## config.mk

```make
export PLATFORM = sky130hd
export DESIGN_NAME = columnar_transposition_cipher
export DESIGN_NICKNAME = d
export VERILOG_FILES = /design/src/rtl/core/ctc_pkg.sv /design/src/rtl/core/ctc_dp.sv /design/src/rtl/core/ctc_ctrl.sv /design/src/rtl/core/columnar_transposition_cipher.sv
export VERILOG_INCLUDE_DIRS = /design/src /design/src/rtl/core
export SDC_FILE = /design/constraint.sdc
export NUM_CORES = 1
export LEC_CHECK = 0
export ABC_AREA = 1
export BUFFER_PORTS_ARGS = -buffer_cell sky130_fd_sc_hd__buf_2
export CELL_PAD_IN_SITES_DETAIL_PLACEMENT = 1
export CELL_PAD_IN_SITES_GLOBAL_PLACEMENT = 1
export CORE_ASPECT_RATIO = 0.7
export CORE_MARGIN = 2
export CORE_UTILIZATION = 45
export CTS_CLUSTER_SIZE = 20
export DETAILED_ROUTE_END_ITERATION = 8
export PLACE_DENSITY_LB_ADDON = 0.2
export SLEW_MARGIN = 30
export SYNTH_ARGS = -nofsm -noshare
export SYNTH_HDL_FRONTEND = slang
export SYNTH_SLANG_ARGS = --single-unit
```

## constraint.sdc

```tcl
create_clock -name clk -period 10.7 [get_ports clk]
set_input_delay 1.605 -clock clk [delete_from_list [all_inputs] [get_ports clk]]
set_output_delay 1.605 -clock clk [all_outputs]
set_load 0.02 [all_outputs]
```

## src/rtl/core/columnar_transposition_cipher_macros.svh

```systemverilog
// ----------------------------------------------------------------------------
// Columnar transposition cipher - assertion macros
// Shared concurrent assertion forms for the cipher RTL.
// ----------------------------------------------------------------------------
`ifndef COLUMNAR_TRANSPOSITION_CIPHER_MACROS_SVH
`define COLUMNAR_TRANSPOSITION_CIPHER_MACROS_SVH

// Checked on every clock edge outside reset.
`define CTC_ASSERT(lbl, clk, rst, prop, msg) \
  lbl: assert property (@(posedge clk) disable iff (rst) (prop)) else $error(msg);

// Checked on every clock edge, reset included.
`define CTC_ASSERT_ALWAYS(lbl, clk, prop, msg) \
  lbl: assert property (@(posedge clk) (prop)) else $error(msg);

`endif

```

## src/rtl/core/ctc_pkg.sv

```systemverilog
// ----------------------------------------------------------------------------
// ctc_pkg
// Shared types, constants and helper functions of the transposition cipher.
// ----------------------------------------------------------------------------
`timescale 1ns / 1ps
`default_nettype none

package ctc_pkg;

  localparam int MAX_LEN     = 48;
  localparam int MAX_COLUMNS = 16;

  localparam int LEN_W   = 6;   // holds 0..MAX_LEN and any grid position (< 64)
  localparam int COL_W   = 5;   // holds 0..31 as written to the columns register
  localparam int RCP_W   = 13;  // reciprocal of the column count, 2^12 scale
  localparam int RCP_SH  = 12;
  localparam int CFG_IDX_W = 1;
  localparam int CFG_DATA_W = 5;

  localparam logic [CFG_IDX_W-1:0] CFG_COLUMNS = 1'd0;
  localparam logic [CFG_IDX_W-1:0] CFG_MODE    = 1'd1;

  localparam logic [COL_W-1:0] COLUMNS_RESET = 5'd4;
  localparam logic MODE_ENCRYPT = 1'b0;

  typedef struct packed {
    logic [7:0] in_byte;
    logic       in_last;
  } in_t;

  typedef struct packed {
    logic [7:0] out_byte;
    logic       out_last;
    logic       overflow;
  } out_t;

  typedef enum logic [1:0] {
    ST_IDLE,
    ST_ROWS,
    ST_READ,
    ST_OUT
  } state_t;

  // controller -> datapath
  typedef struct packed {
    logic load;     // store the accepted input byte
    logic calc;     // compute row count, rewind scan counters
    logic read;     // fetch the cell at the current position
    logic advance;  // step to the next cell
    logic finish;   // grid done, clear message state
  } cmd_t;

  // datapath -> controller
  typedef struct packed {
    logic last_cell;  // the cell now presented is the final one of the grid
  } sts_t;

  // ceil(4096 / c) for c in 1..16; exact for ceil(n / c) with n < 64
  function automatic logic [RCP_W-1:0] col_recip(input logic [COL_W-1:0] c);
    logic [RCP_W-1:0] r;
    case (c)
      5'd1:    r = 13'd4096;
      5'd2:    r = 13'd2048;
      5'd3:    r = 13'd1366;
      5'd4:    r = 13'd1024;
      5'd5:    r = 13'd820;
      5'd6:    r = 13'd683;
      5'd7:    r = 13'd586;
      5'd8:    r = 13'd512;
      5'd9:    r = 13'd456;
      5'd10:   r = 13'd410;
      5'd11:   r = 13'd373;
      5'd12:   r = 13'd342;
      5'd13:   r = 13'd316;
      5'd14:   r = 13'd293;
      5'd15:   r = 13'd274;
      default: r = 13'd256;
    endcase
    return r;
  endfunction

  // Filler letter "XYZWPQ"[v mod 6]; mod 3 by base-4 digit sum, mod 2 from bit 0.
  function automatic logic [7:0] filler_char(input logic [LEN_W-1:0] v);
    logic [3:0] s;
    logic [3:0] r3;
    logic [2:0] m;
    logic [7:0] ch;
    s  = 4'(v[1:0]) + 4'(v[3:2]) + 4'(v[5:4]);
    r3 = (s >= 4'd6) ? s - 4'd6 : s;
    r3 = (r3 >= 4'd3) ? r3 - 4'd3 : r3;
    m  = (r3[0] == v[0]) ? r3[2:0] : r3[2:0] + 3'd3;
    case (m)
      3'd0:    ch = 8'h58;  // X
      3'd1:    ch = 8'h59;  // Y
      3'd2:    ch = 8'h5A;  // Z
      3'd3:    ch = 8'h57;  // W
      3'd4:    ch = 8'h50;  // P
      default: ch = 8'h51;  // Q
    endcase
    return ch;
  endfunction

endpackage

`default_nettype wire

```

## src/rtl/core/ctc_dp.sv

```systemverilog
// ----------------------------------------------------------------------------
// ctc_dp
// Datapath: config registers, message store, grid geometry and scan counters.
// ----------------------------------------------------------------------------
`timescale 1ns / 1ps
`default_nettype none

`include "columnar_transposition_cipher_macros.svh"

module ctc_dp (
  input  wire logic                            clk,
  input  wire logic                            rst,
  input  wire logic                            cfg_we,
  input  wire logic [ctc_pkg::CFG_IDX_W-1:0]   cfg_index,
  input  wire logic [ctc_pkg::CFG_DATA_W-1:0]  cfg_data,
  input  wire ctc_pkg::in_t                    in_data,
  input  wire ctc_pkg::cmd_t                   cmd,
  output ctc_pkg::sts_t                        sts,
  output ctc_pkg::out_t                        out_data
);

  localparam int LW = ctc_pkg::LEN_W;
  localparam int CW = ctc_pkg::COL_W;

  logic [CW-1:0] columns;
  logic          mode;

  logic [7:0]    mem [ctc_pkg::MAX_LEN];
  logic [LW-1:0] count;
  logic          dropped;

  logic [LW-1:0] rows;
  logic [LW-1:0] pos;
  logic [LW-1:0] inner;
  logic [LW-1:0] outer;

  logic [7:0]    rd_data;
  logic          fill_sel;
  logic [7:0]    fill_ch;
  logic          last_cell;

  logic [CW-1:0] cols_eff;
  logic [LW-1:0] cols_w;
  logic [LW-1:0] inner_max;
  logic [LW-1:0] outer_max;
  logic          inner_end;
  logic          scan_end;
  logic [LW:0]   rows_num;
  logic [ctc_pkg::RCP_W+LW-1:0] rows_prod;
  logic [LW:0]   pos_step;

  // zero columns acts as one, anything past the maximum saturates
  always_comb begin
    if (columns == '0) begin
      cols_eff = CW'(1);
    end else if (columns > CW'(ctc_pkg::MAX_COLUMNS)) begin
      cols_eff = CW'(ctc_pkg::MAX_COLUMNS);
    end else begin
      cols_eff = columns;
    end
  end

  assign cols_w    = LW'(cols_eff);
  // encrypt: inner walks rows, stride is columns; decrypt the other way round
  assign inner_max = mode ? cols_w : rows;
  assign outer_max = mode ? rows : cols_w;
  assign inner_end = (inner == inner_max - LW'(1));
  assign scan_end  = inner_end && (outer == outer_max - LW'(1));
  assign pos_step  = {1'b0, pos} + {1'b0, outer_max};

  assign rows_num  = {1'b0, count} + (LW+1)'(cols_eff) - (LW+1)'(1);
  assign rows_prod = (ctc_pkg::RCP_W+LW)'(rows_num[LW-1:0])
                   * (ctc_pkg::RCP_W+LW)'(ctc_pkg::col_recip(cols_eff));

  always_ff @(posedge clk) begin
    if (rst) begin
      columns <= ctc_pkg::COLUMNS_RESET;
      mode    <= ctc_pkg::MODE_ENCRYPT;
    end else if (cfg_we) begin
      case (cfg_index)
        ctc_pkg::CFG_COLUMNS: columns <= cfg_data[CW-1:0];
        ctc_pkg::CFG_MODE:    mode    <= cfg_data[0];
        default: ;
      endcase
    end
  end

  always_ff @(posedge clk) begin
    if (rst) begin
      count   <= '0;
      dropped <= 1'b0;
    end else if (cmd.load) begin
      if (count < LW'(ctc_pkg::MAX_LEN)) begin
        count <= count + LW'(1);
      end else begin
        dropped <= 1'b1;
      end
    end else if (cmd.finish) begin
      count   <= '0;
      dropped <= 1'b0;
    end
  end

  // message store: one write port, one registered read port
  always_ff @(posedge clk) begin
    if (cmd.load && (count < LW'(ctc_pkg::MAX_LEN))) begin
      mem[count] <= in_data.in_byte;
    end
    if (cmd.read && (pos < LW'(ctc_pkg::MAX_LEN))) begin
      rd_data <= mem[pos];
    end
  end

  always_ff @(posedge clk) begin
    if (cmd.calc) begin
      rows  <= rows_prod[ctc_pkg::RCP_SH +: LW];
      pos   <= '0;
      inner <= '0;
      outer <= '0;
    end else if (cmd.advance) begin
      if (inner_end) begin
        inner <= '0;
        outer <= outer + LW'(1);
        pos   <= outer + LW'(1);
      end else begin
        inner <= inner + LW'(1);
        pos   <= pos_step[LW-1:0];
      end
    end
  end

  always_ff @(posedge clk) begin
    if (cmd.read) begin
      fill_sel  <= (pos >= count);
      fill_ch   <= ctc_pkg::filler_char(pos - count);
      last_cell <= scan_end;
    end
  end

  assign out_data.out_byte = fill_sel ? fill_ch : rd_data;
  assign out_data.out_last = last_cell;
  assign out_data.overflow = dropped;
  assign sts.last_cell     = last_cell;

  `CTC_ASSERT(a_count_bound, clk, rst, count <= LW'(ctc_pkg::MAX_LEN), "count past capacity")
  `CTC_ASSERT(a_drop_full, clk, rst, dropped |-> (count == LW'(ctc_pkg::MAX_LEN)), "room left")
  `CTC_ASSERT(a_rows_nonzero, clk, rst, $past(cmd.calc) |-> (rows != '0), "empty grid computed")

endmodule

`default_nettype wire

```

## src/rtl/core/ctc_ctrl.sv

```systemverilog
// ----------------------------------------------------------------------------
// ctc_ctrl
// Controller: sequences message load, row computation and grid readout.
// ----------------------------------------------------------------------------
`timescale 1ns / 1ps
`default_nettype none

`include "columnar_transposition_cipher_macros.svh"

module ctc_ctrl (
  input  wire logic           clk,
  input  wire logic           rst,
  input  wire logic           in_valid,
  input  wire logic           in_last,
  input  wire logic           out_stall,
  input  wire ctc_pkg::sts_t  sts,
  output logic                in_stall,
  output logic                out_valid,
  output ctc_pkg::cmd_t       cmd
);

  ctc_pkg::state_t state;
  ctc_pkg::state_t state_next;

  always_ff @(posedge clk) begin
    if (rst) begin
      state <= ctc_pkg::ST_IDLE;
    end else begin
      state <= state_next;
    end
  end

  always_comb begin
    state_next = state;
    case (state)
      ctc_pkg::ST_IDLE: begin
        if (in_valid && in_last) begin
          state_next = ctc_pkg::ST_ROWS;
        end
      end
      ctc_pkg::ST_ROWS: state_next = ctc_pkg::ST_READ;
      ctc_pkg::ST_READ: state_next = ctc_pkg::ST_OUT;
      ctc_pkg::ST_OUT: begin
        if (!out_stall) begin
          state_next = sts.last_cell ? ctc_pkg::ST_IDLE : ctc_pkg::ST_READ;
        end
      end
      default: state_next = ctc_pkg::ST_IDLE;
    endcase
  end

  always_comb begin
    in_stall    = 1'b1;
    out_valid   = 1'b0;
    cmd         = '0;
    case (state)
      ctc_pkg::ST_IDLE: begin
        in_stall = 1'b0;
        cmd.load = in_valid;
      end
      ctc_pkg::ST_ROWS: cmd.calc = 1'b1;
      ctc_pkg::ST_READ: cmd.read = 1'b1;
      ctc_pkg::ST_OUT: begin
        out_valid   = 1'b1;
        cmd.advance = !out_stall && !sts.last_cell;
        cmd.finish  = !out_stall && sts.last_cell;
      end
      default: ;
    endcase
  end

  `CTC_ASSERT(a_last_starts, clk, rst, (in_valid && !in_stall && in_last) |=> (state == ctc_pkg::ST_ROWS), "last byte did not start readout")
  `CTC_ASSERT(a_end_idle, clk, rst, (out_valid && !out_stall && sts.last_cell) |=> !in_stall, "not ready after final cell")
  `CTC_ASSERT(a_hold_out, clk, rst, (out_valid && out_stall) |=> out_valid, "result dropped under stall")

endmodule

`default_nettype wire

```

## src/rtl/core/columnar_transposition_cipher.sv

```systemverilog
// ----------------------------------------------------------------------------
// columnar_transposition_cipher
// Buffers a message and emits its padded, column-transposed grid.
// ----------------------------------------------------------------------------
//  channel  | handshake              | payload
//  ---------+------------------------+-------------------------------------
//  in       | in_valid / in_stall    | in_data  : in_byte, in_last
//  out      | out_valid / out_stall  | out_data : out_byte, out_last, overflow
//  cfg      | cfg_we                 | cfg_index (0 columns, 1 mode), cfg_data
//
//  Message bytes are taken while idle, the only state with in_stall low. On
//  the last byte the row count is computed, then each grid cell is read through
//  the single read port of the message store and presented from registers. A
//  grid is rows*columns cells, at most len+columns-1; a stalled out request
//  holds its payload and the scan waits with it. Reset (rst, synchronous)
//  empties the message and restores columns=4, encrypt mode; the store
//  itself needs no clearing.
// ----------------------------------------------------------------------------
`timescale 1ns / 1ps
`default_nettype none

module columnar_transposition_cipher (
  input  wire logic                            clk,
  input  wire logic                            rst,
  // config writes, only between messages or between bytes
  input  wire logic                            cfg_we,
  input  wire logic [ctc_pkg::CFG_IDX_W-1:0]   cfg_index,
  input  wire logic [ctc_pkg::CFG_DATA_W-1:0]  cfg_data,
  // message byte requests
  input  wire logic                            in_valid,
  output logic                                 in_stall,
  input  wire ctc_pkg::in_t                    in_data,
  // grid byte requests
  output logic                                 out_valid,
  input  wire logic                            out_stall,
  output ctc_pkg::out_t                        out_data
);

  ctc_pkg::cmd_t cmd;
  ctc_pkg::sts_t sts;

  // FSM: load -> row count -> (read, present) per cell -> back to load
  ctc_ctrl u_ctrl (
    .clk       (clk),
    .rst       (rst),
    .in_valid  (in_valid),
    .in_last   (in_data.in_last),
    .out_stall (out_stall),
    .sts       (sts),
    .in_stall  (in_stall),
    .out_valid (out_valid),
    .cmd       (cmd)
  );

  // Store, geometry (rows via reciprocal multiply), position counters and
  // filler generation. Positions step by the stride so no divide is needed.
  ctc_dp u_dp (
    .clk       (clk),
    .rst       (rst),
    .cfg_we    (cfg_we),
    .cfg_index (cfg_index),
    .cfg_data  (cfg_data),
    .in_data   (in_data),
    .cmd       (cmd),
    .sts       (sts),
    .out_data  (out_data)
  );

endmodule

`default_nettype wire
```

Word level (Yosys, flattened, before mapping)
Memory sizes are Yosys's and may differ from the RTL's. A register that Yosys moved wholly into a read port is not among the register bits.
Index checks and enable logic that the tools add are counted.
- register bits: 49
- bits in writable memories: 384
- ROM bits: 208
- output and inout bits: 12
- logic and storage cells: 98
- memories: 2
- add/sub/neg operators: 14
- $mul: 1
- magnitude comparators: 6
- equal/unequal tests: 14
- muxes and demuxes: 30
- bitwise logic cells: 1
- reduce and logical (&&, ||, !) cells: 18
- memories (name ; depth ; width ; read ports ; clocked after Yosys merged registers in ; write ports ; line ; source):
    u_dp.mem ; 48 ; 8 ; 1 ; 1 ; 1 ; ctc_dp.sv:28 ; logic [7:0] mem [ctc_pkg::MAX_LEN];
    (name not given) ; 16 ; 13 ; 1 ; 0 ; 0 ; ctc_pkg.sv:61 ; case (c)
- operators with widths (kind ; number):
    $mux W6 ; 7
    $pmux W4 S5 ; 1
    $add A6 B1 Y6 const B ; 3
    $mul A6 B13 Y18 ; 1
    $sub A6 B1 Y6 const B ; 3
    $mux W13 ; 1
    $eq A6 B6 Y1 ; 2
    $lt A6 B6 Y1 const B ; 2
    $reduce_and A2 Y1 ; 6
    $mux W1 ; 10
    $mux W5 ; 2
    $mux W2 ; 4
    $mux W8 ; 1
    $pmux W2 S4 ; 1
    $add A6 B5 Y6 ; 1
    $add A6 B6 Y6 ; 1
    $eq A3 B2 Y1 const B ; 2
    $ge A6 B6 Y1 ; 1
    $logic_and A1 B1 Y1 ; 6
    $mux W3 ; 2
    $ne A2 B2 Y1 const B ; 3
    $sub A6 B6 Y6 ; 1
    $gt A5 B5 Y1 const B ; 1
    $logic_not A5 Y1 ; 1
    19 further kinds ; 21

Depth between registers and ports, before layout
Gate-level depths: netlist of run 1.
- word-level depth: 11
- depth in mapped cells: 30
- mapped depth without buffers: 28

By module
Synthesis of run 1 repeated with hierarchy kept, for this count alone.
- cell total of the unflattened synthesis: 2043
- area, all modules: 21410.5 µm²
- modules (own cells, without submodules) (module ; times used ; cells each ; area an instance (µm²)):
    ctc_dp ; 1 ; 2020 ; 21270.4
    ctc_ctrl ; 1 ; 23 ; 140.1

Worst setup path before layout of run 1
No wires, ideal clock.
- kind: register to register
- from: register u_dp.columns[3]
- to: register u_dp.rows[4] (data pin)
- library setup time: 0.258 ns
- data arrival time: 5.283 ns
- required time: 10.442 ns
- slack: 5.159 ns
- cell stages (with the launch flop): 28
- period minus slack after synthesis: 5.541 ns
- cell sequence: dfxtp_1 buf_4 nor2_2 nand2_1 a21oi_1 inv_1 ha_1 inv_1 ha_1 fa_1 a21oi_1 o21bai_1 xnor2_1 clkinv_1 nor2_1 fa_1 fa_1 inv_1 fa_1 inv_1 ha_1 nand2_1 o21ai_0 a21oi_1 nand2_1 nand2_1 nand2_1 xor2_1
- word-level cells in the longest chain between the ends: 6
- ends and longest elaborated chain (what ; line ; source):
    start, declared ; ctc_dp.sv:25 ; logic [CW-1:0] columns;
    start signal, assigned ; ctc_dp.sv:77 ; columns <= ctc_pkg::COLUMNS_RESET;
    start signal, assigned ; ctc_dp.sv:81 ; ctc_pkg::CFG_COLUMNS: columns <= cfg_data[CW-1:0];
    $gt A5 B5 Y1 ; ctc_dp.sv:56 ; end else if (columns > CW'(ctc_pkg::MAX_COLUMNS)) begin
    $mux W5 ; ctc_dp.sv:56 ;
    $mux W5 (*) ; ctc_dp.sv:54 ; if (columns == '0) begin
    $add A6 B5 Y6 / $mem_v2 Z16 W13 (equally long branches) ; - ;
    $sub A6 B1 Y6 / $mux W13 (equally long branches) ; ctc_dp.sv:71, ctc_pkg.sv:61 ;
    $mul A6 B13 Y18 (*) ; ctc_dp.sv:73 ; * (ctc_pkg::RCP_W+LW)'(ctc_pkg::col_recip(cols_eff));
    named net u_dp.rows_prod (one bit) ; ctc_dp.sv:49 ; logic [ctc_pkg::RCP_W+LW-1:0] rows_prod;
    end signal, assigned ; ctc_dp.sv:116 ; rows <= rows_prod[ctc_pkg::RCP_SH +: LW];
    end, declared ; ctc_dp.sv:32 ; logic [LW-1:0] rows;
Mark *: on every way through the listed nets, which the timed path passes. The rest lies on a longest branch.
A chain may end at the register's enable or synchronous reset.

Worst setup path in the final report of run 1
- from: register u_dp.columns[3]
- to: register u_dp.rows[3] (data pin)
Same word-level chain as after synthesis.

==> impl_metrics.yaml, run 1 <==
die:
  start_util_pct: 45.7
  coreArea_sq_um: 46600
  die_w_um: 264
  die_area_sq_um: 49100
  row_count: 66
  die_height_um: 186
  ioPinCount: 32
logic_synthesis:
  synth_cell_types: 44
  syn_nets: 2139
  syn_area_per_cell_sq_um: 10.6
  synth_flop_cell: "edfxtp_1"
  synth_edf_count: 404
  netlist_instances: 2012
  postSynth.asyncResetShare_pct: 0
  ys_seq_elements: 437
  yosysWarnings: 0
  seq_area_frac_synth_pct: 60.1
  synth_area_sq_um: 21300
timing:
  fin_crit_sh_pct: 61.3
  layout_setup_ws_ns: 4.14
  setup_viol: 0
  slew_headroom_pct: 35.2
  fmax_mhz: 152
  hold_viol: 0
  rsz0062_at_grt: "false"
  setup_tns_ns: 0
  fin_crit_ns: 6.56
  drv_slew: 0
  skew_ns: 0.0138
  worst_pin_slew_ns: 0.972
global_routing:
  antenna_found_initial: 0
  grt_pass1_vias: 15900
  track_usage_pct: 25.4
  grt_pass1_wl_um: 94900
  grt_max_degree: 105
  overflow: 0
critical_path:
  cp.depth: 27
  worst-r2r-cell-count: 27
  cp_slowest_cell: "fa_1"
  worst_ep_arrival_time_ns: 6.89
  start_kind: "register"
  end_kind: "register"
  required_ns: 11.03
  crit_top_cell: "nand2_1"
  cp_max_fo: 10
  worst-path-buf-inv: 5
  cpPeakStageDelay_ns: 0.53
  path_delay_family: "adder cells"
  path_class: "reg -> reg"
clocking:
  cts_tree: "built"
  clk_pin_slew_ns: 0.06
  clock_path_buffers: 3
  clock_sinks: 437
  cts-resized-gates: 0
  post-cts-setup-buffers: 0
  cts_root_buf: "clkbuf_16"
  htreeDepth: 2
  hold_buffers: 0
  clk_latency_ns: 0.57
  cts_inserted_buffers: 44
detailed_routing:
  vias_per_cell: 5.76
  wirelength_um: 61600
  vias: 15300
  drt-initial-drc-count: 1376
  wl_per_cell_um: 23.2
  drtPass1Iterations: 5
  ant_nets: 0
  drcViolationCount: 0
pwr:
  vdd_drop_max_v: 0.000107
  powerDensity_nw_per_um2: 194
  power_uw: 4520
  cellLeakagePower_uw: 0.00863
placed_design:
  portBuffers: 31
  pre_cts_slack_ns: 4.21
  dp_hpwl_um: 39700
  gp_congestion: 0.884
flow_run:
  drv_cap: 0
hold_path:
  min_delay_path_depth: 2
  hp-class: "reg -> reg"
cells_and_area:
  layout-drive-gt1-share_pct: 6.79
  final_nets: 2137
  diodes: 0
  synthToLayoutAreaGrowth_pct: 9.70
run_status:
  status: "completed"
[cell usage in the layout (no fill, tap or decap), types with 5 or more instances in the layout]
master	count
dfxtp_1	30
buf_2	25
clkbuf_1	12
xnor2_1	12
nand4_1	13
o21ai_0	234
nor2_2	7
o21ai_1	20
inv_1	175
buf_4	19
a21oi_1	57
clkinv_1	13
o22ai_1	80
nand2_1	262
fa_1	48
ha_1	59
nor2_1	355
nor3_1	5
edfxtp_1	404
o21bai_1	6
xor2_1	26
clkbuf_16	45
nand3_1	45
a31oi_1	8
o221ai_1	16
o211ai_1	18
[report_power, final]
| group | internal (uW) | switching (uW) |
|---|---|---|
| logic | 340 | 698 |
| clock network | 854 | 694 |
| registers | 1910 | 23.8 |
| total | 3110 | 1420 |
[cell type report]
class / count / area, sq um
clock inverters: 22 / 195
fillers: 5065 / 23200
multi-input cells: 1300 / 7400
flip-flops and latches: 437 / 12800
inverters: 183 / 692
repair buffers: 44 / 268
well taps: 612 / 766
clock buffers: 60 / 1210
[layer usage]
layer	share of wire, %	GRT usage, %	vias to the layer above
met5	0	0	-
met4	1.4	5.20	0
met3	5.8	3.80	67
met2	45	40.5	442
met1	48	37.0	7804
li1	-	-	6986
[synthesized netlist by cell type, types with 3 or more instances]
library cell | number | area (sq um)
a21oi_1 | 57 | 285
a31oi_1 | 8 | 50.1
buf_1 | 3 | 11.3
buf_2 | 18 | 90.1
buf_4 | 4 | 30.0
clkbuf_1 | 64 | 240
clkinv_1 | 3 | 11.3
dfxtp_1 | 33 | 661
edfxtp_1 | 404 | 12100
fa_1 | 48 | 961
ha_1 | 59 | 738
inv_1 | 177 | 664
inv_2 | 3 | 11.3
mux2_2 | 4 | 45.0
nand2_1 | 262 | 983
nand2_2 | 4 | 25.0
nand3_1 | 45 | 225
nand3_2 | 4 | 40.0
nand4_1 | 13 | 81.3
nor2_1 | 358 | 1340
nor2_2 | 4 | 25.0
nor3_1 | 5 | 25.0
o211ai_1 | 18 | 135
o21ai_0 | 234 | 1170
o21ai_1 | 20 | 100
o21bai_1 | 6 | 45.0
o221ai_1 | 16 | 140
o22ai_1 | 80 | 500
or2_2 | 3 | 18.8
xnor2_1 | 12 | 105
xor2_1 | 26 | 228
[through the flow]
step | utilization, % | hold slack (ns) | std cells | area, sq um
floorplan | - | 0.435 | 2012 | 21300
global placement | 47.0 | 0.477 | 2576 | 21900
detailed placement | 47.0 | 0.482 | 2576 | 21900
CTS | 50.1 | 0.492 | 2658 | 23300
global route | 50.1 | 0.539 | 2658 | 23300
finish | 50.1 | 0.495 | 2658 | 23300
[tightest hold or removal path: cells and delay by family (launching register included)]
kind            cells  cell delay [ns]
flops               1             0.33
simple gates        1             0.07
compound gates      1             0.06
[cells by family (layout without fill, tap and decap cells)]
group	count (synthesis)	count (layout)	share of synthesized area (%)
fa+ha+maj	107	107	7.99
buf+inv	275	309	5.11
flops	437	437	60.1
compound gates	445	445	11.6
simple gates	706	706	13.4
mux	4	4	0.212
xor+xnor	38	38	1.56
[state kept, by name, summed over array words and instances, names as in the netlist]
name           count
u_dp.pos           6
u_ctrl.state       2
u_dp.count         6
u_dp.dropped       1
u_dp.sts           1
u_dp.columns       5
u_dp.fill_sel      1
u_dp.mem         384
u_dp.inner         6
u_dp.outer         6
u_dp.fill_ch       4
u_dp.mode          1
u_dp.rows          6
u_dp.rd_data       8
[path summary, 6_finish.rpt]
kind / startpoint / to / slack [ns]
worst max-delay path: u_dp.columns[3] / u_dp.rows[3] / 4.14
worst min-delay path: u_dp.outer[3] / u_dp.outer[3] / 0.50
worst max register to register: u_dp.columns[3] / u_dp.rows[3] / 4.14
worst min register to register: u_dp.outer[3] / u_dp.outer[3] / 0.50
No activity file was read; power rests on OpenSTA's default activity.
==> run 2, diff against run 1 <==
- clock period: 10.7 -> 5.9 ns (I/O delays scaled with it)
==> run 2 against run 1 <==
Net effect: clock skew is 0.015 ns higher; global-route usage is 0.55 points lower; combinational power is 87% higher; routed wire length is 1.7% lower; worst setup slack worse by 3.8 ns; largest cell class unchanged; highest routed layer unchanged; critical endpoint is now u_dp.rows[4].
==> impl_metrics.yaml, run 2 (same netlist as run 1, synthesis figures left out) <==
pwr:
  cellLeakagePower_uw: 0.00869
  powerDensity_nw_per_um2: 350
  vdd_drop_max_v: 0.000286
critical_path:
  cp_max_fo: 5
  path_class: "reg -> reg"
  path_delay_family: "adder cells"
  required_ns: 6.21
  start_kind: "register"
  cpPeakStageDelay_ns: 0.49
  cp_slowest_cell: "fa_1"
  crit_top_cell: "nand2_1"
  worst_ep_arrival_time_ns: 5.92
  worst-path-buf-inv: 6
  end_kind: "register"
placed_design:
  placedInstanceArea_sq_um: 22000
  dp.cells: 2587
  gp_congestion: 0.870
  dp_hpwl_um: 39200
  portBuffers: 31
  pre_cts_slack_ns: -0.0241
die:
  die_height_um: 186
  start_util_pct: 45.7
  die_area_sq_um: 49100
  coreArea_sq_um: 46600
  row_count: 66
  ioPinCount: 32
  die_w_um: 264
cells_and_area:
  layout_commonest_cell: "edfxtp_1"
  top_register: "u_dp.mem"
  final_nets: 2150
  finalNonFillerCells: 2668
  largest_reg_flops: 384
  layout-drive-gt1-share_pct: 7.64
  synthToLayoutAreaGrowth_pct: 10.2
  final_area_sq_um: 23400
  diodes: 0
  layout_common_cells: "edfxtp_1 (404), nor2_1 (358), nand2_1 (260)"
  reg_top3: "u_dp.mem x384, u_dp.rd_data x8"
clocking:
  cts_root_buf: "clkbuf_16"
  htreeDepth: 2
  clock_path_buffers: 3
  hold_buffers: 0
  clk_pin_slew_ns: 0.07
  cts_inserted_buffers: 43
  cts_tree: "built"
  clk_latency_ns: 0.58
  clock_sinks: 437
detailed_routing:
  wl_per_cell_um: 22.7
  drcViolationCount: 0
  vias_per_cell: 5.69
  ant_nets: 0
  drt-initial-drc-count: 1221
  wirelength_um: 60600
  vias: 15200
  drtPass1Iterations: 7
global_routing:
  track_usage_pct: 24.8
  overflow: 0
  grt_max_degree: 88
  grt_pass1_wl_um: 92600
  grt_pass1_vias: 15500
  antenna_found_initial: 0
timing:
  fin_crit_ns: 5.61
  hold_viol: 0
  drv_slew: 0
  layout_setup_ws_ns: 0.292
  setup_viol: 0
  worst_pin_slew_ns: 0.989
  slew_headroom_pct: 34.0
  skew_ns: 0.0286
  fmax_mhz: 178
  fin_crit_sh_pct: 95.0
hold_path:
  hp-class: "reg -> reg"
run_status:
  status: "completed"
flow_run:
  drv_cap: 0
==> run 2: cell count changes in the layout (fill, tap and decap cells not counted), sizes merged <==
cell / previous run / this run
buf: 44 / 57
bufinv: 2 / 5
clkbuf: 60 / 54
clkinvlp: 0 / 1
inv: 185 / 184
==> run 2: power by group <==
group	internal (uW)	switching, uW
Combinational	640	1300
Clock	1550	1220
Sequential	3470	35.8
Total	5660	2550
==> run 2: tightest hold or removal path: stages (launching register included) <==
cell,delay [ns]
dfxtp_1,0.31
inv_1,0.07
a21oi_1,0.06
==> run 2: worst paths after layout <==
check	from	end	slack (ns)	depth (start not counted)
setup / recovery	u_dp.columns[2]	u_dp.rows[4]	0.29	27
hold / removal	u_dp.columns[0]	u_dp.columns[0]	0.48	2
setup reg to reg	u_dp.columns[2]	u_dp.rows[4]	0.29	27
hold reg to reg	u_dp.columns[0]	u_dp.columns[0]	0.48	2
==> run 2: what timing repair did <==
item / CTS / global route
buffers inserted: 0 / 2
resized for setup: 1 / 10
pin swaps: 0 / 3
endpoints found under the setup margin: 3 / 6
gates cloned: 0 / 1
==> run 2: area by class of cell <==
| cell class | instances | area [sq um] |
|---|---|---|
| tap | 612 | 766 |
| clock buffer | 54 | 1140 |
| inverter | 183 | 706 |
| clock inverter | 24 | 236 |
| timing repair inverter | 1 | 5.00 |
| timing repair buffer | 57 | 365 |
| fill | 5065 | 23100 |
| sequential | 437 | 12800 |
| multi-input combinational | 1300 | 7420 |
==> run 2: through the flow <==
stage | power, uW | hold WS (ns) | util (%) | TNS, ns
2_1_floorplan | 4880 | 0.435 | - | 0
3_3_place_gp | 5350 | 0.464 | 47.2 | 0
3_5_place_dp | 5450 | 0.470 | 47.2 | -0.0509
4_1_cts | 8210 | 0.480 | 50.2 | 0
5_1_grt | 8640 | 0.516 | 50.3 | -0.122
6_report | 8210 | 0.481 | 50.3 | 0
==> run 2: per-layer routing <==
metal / up-vias / share of wire (%) / GRT usage, %
li1: 7000 / - / -
met1: 7719 / 48 / 36.9
met2: 387 / 44 / 38.5
met3: 78 / 6.0 / 3.94
met4: 0 / 1.7 / 5.32
met5: - / 0 / 0
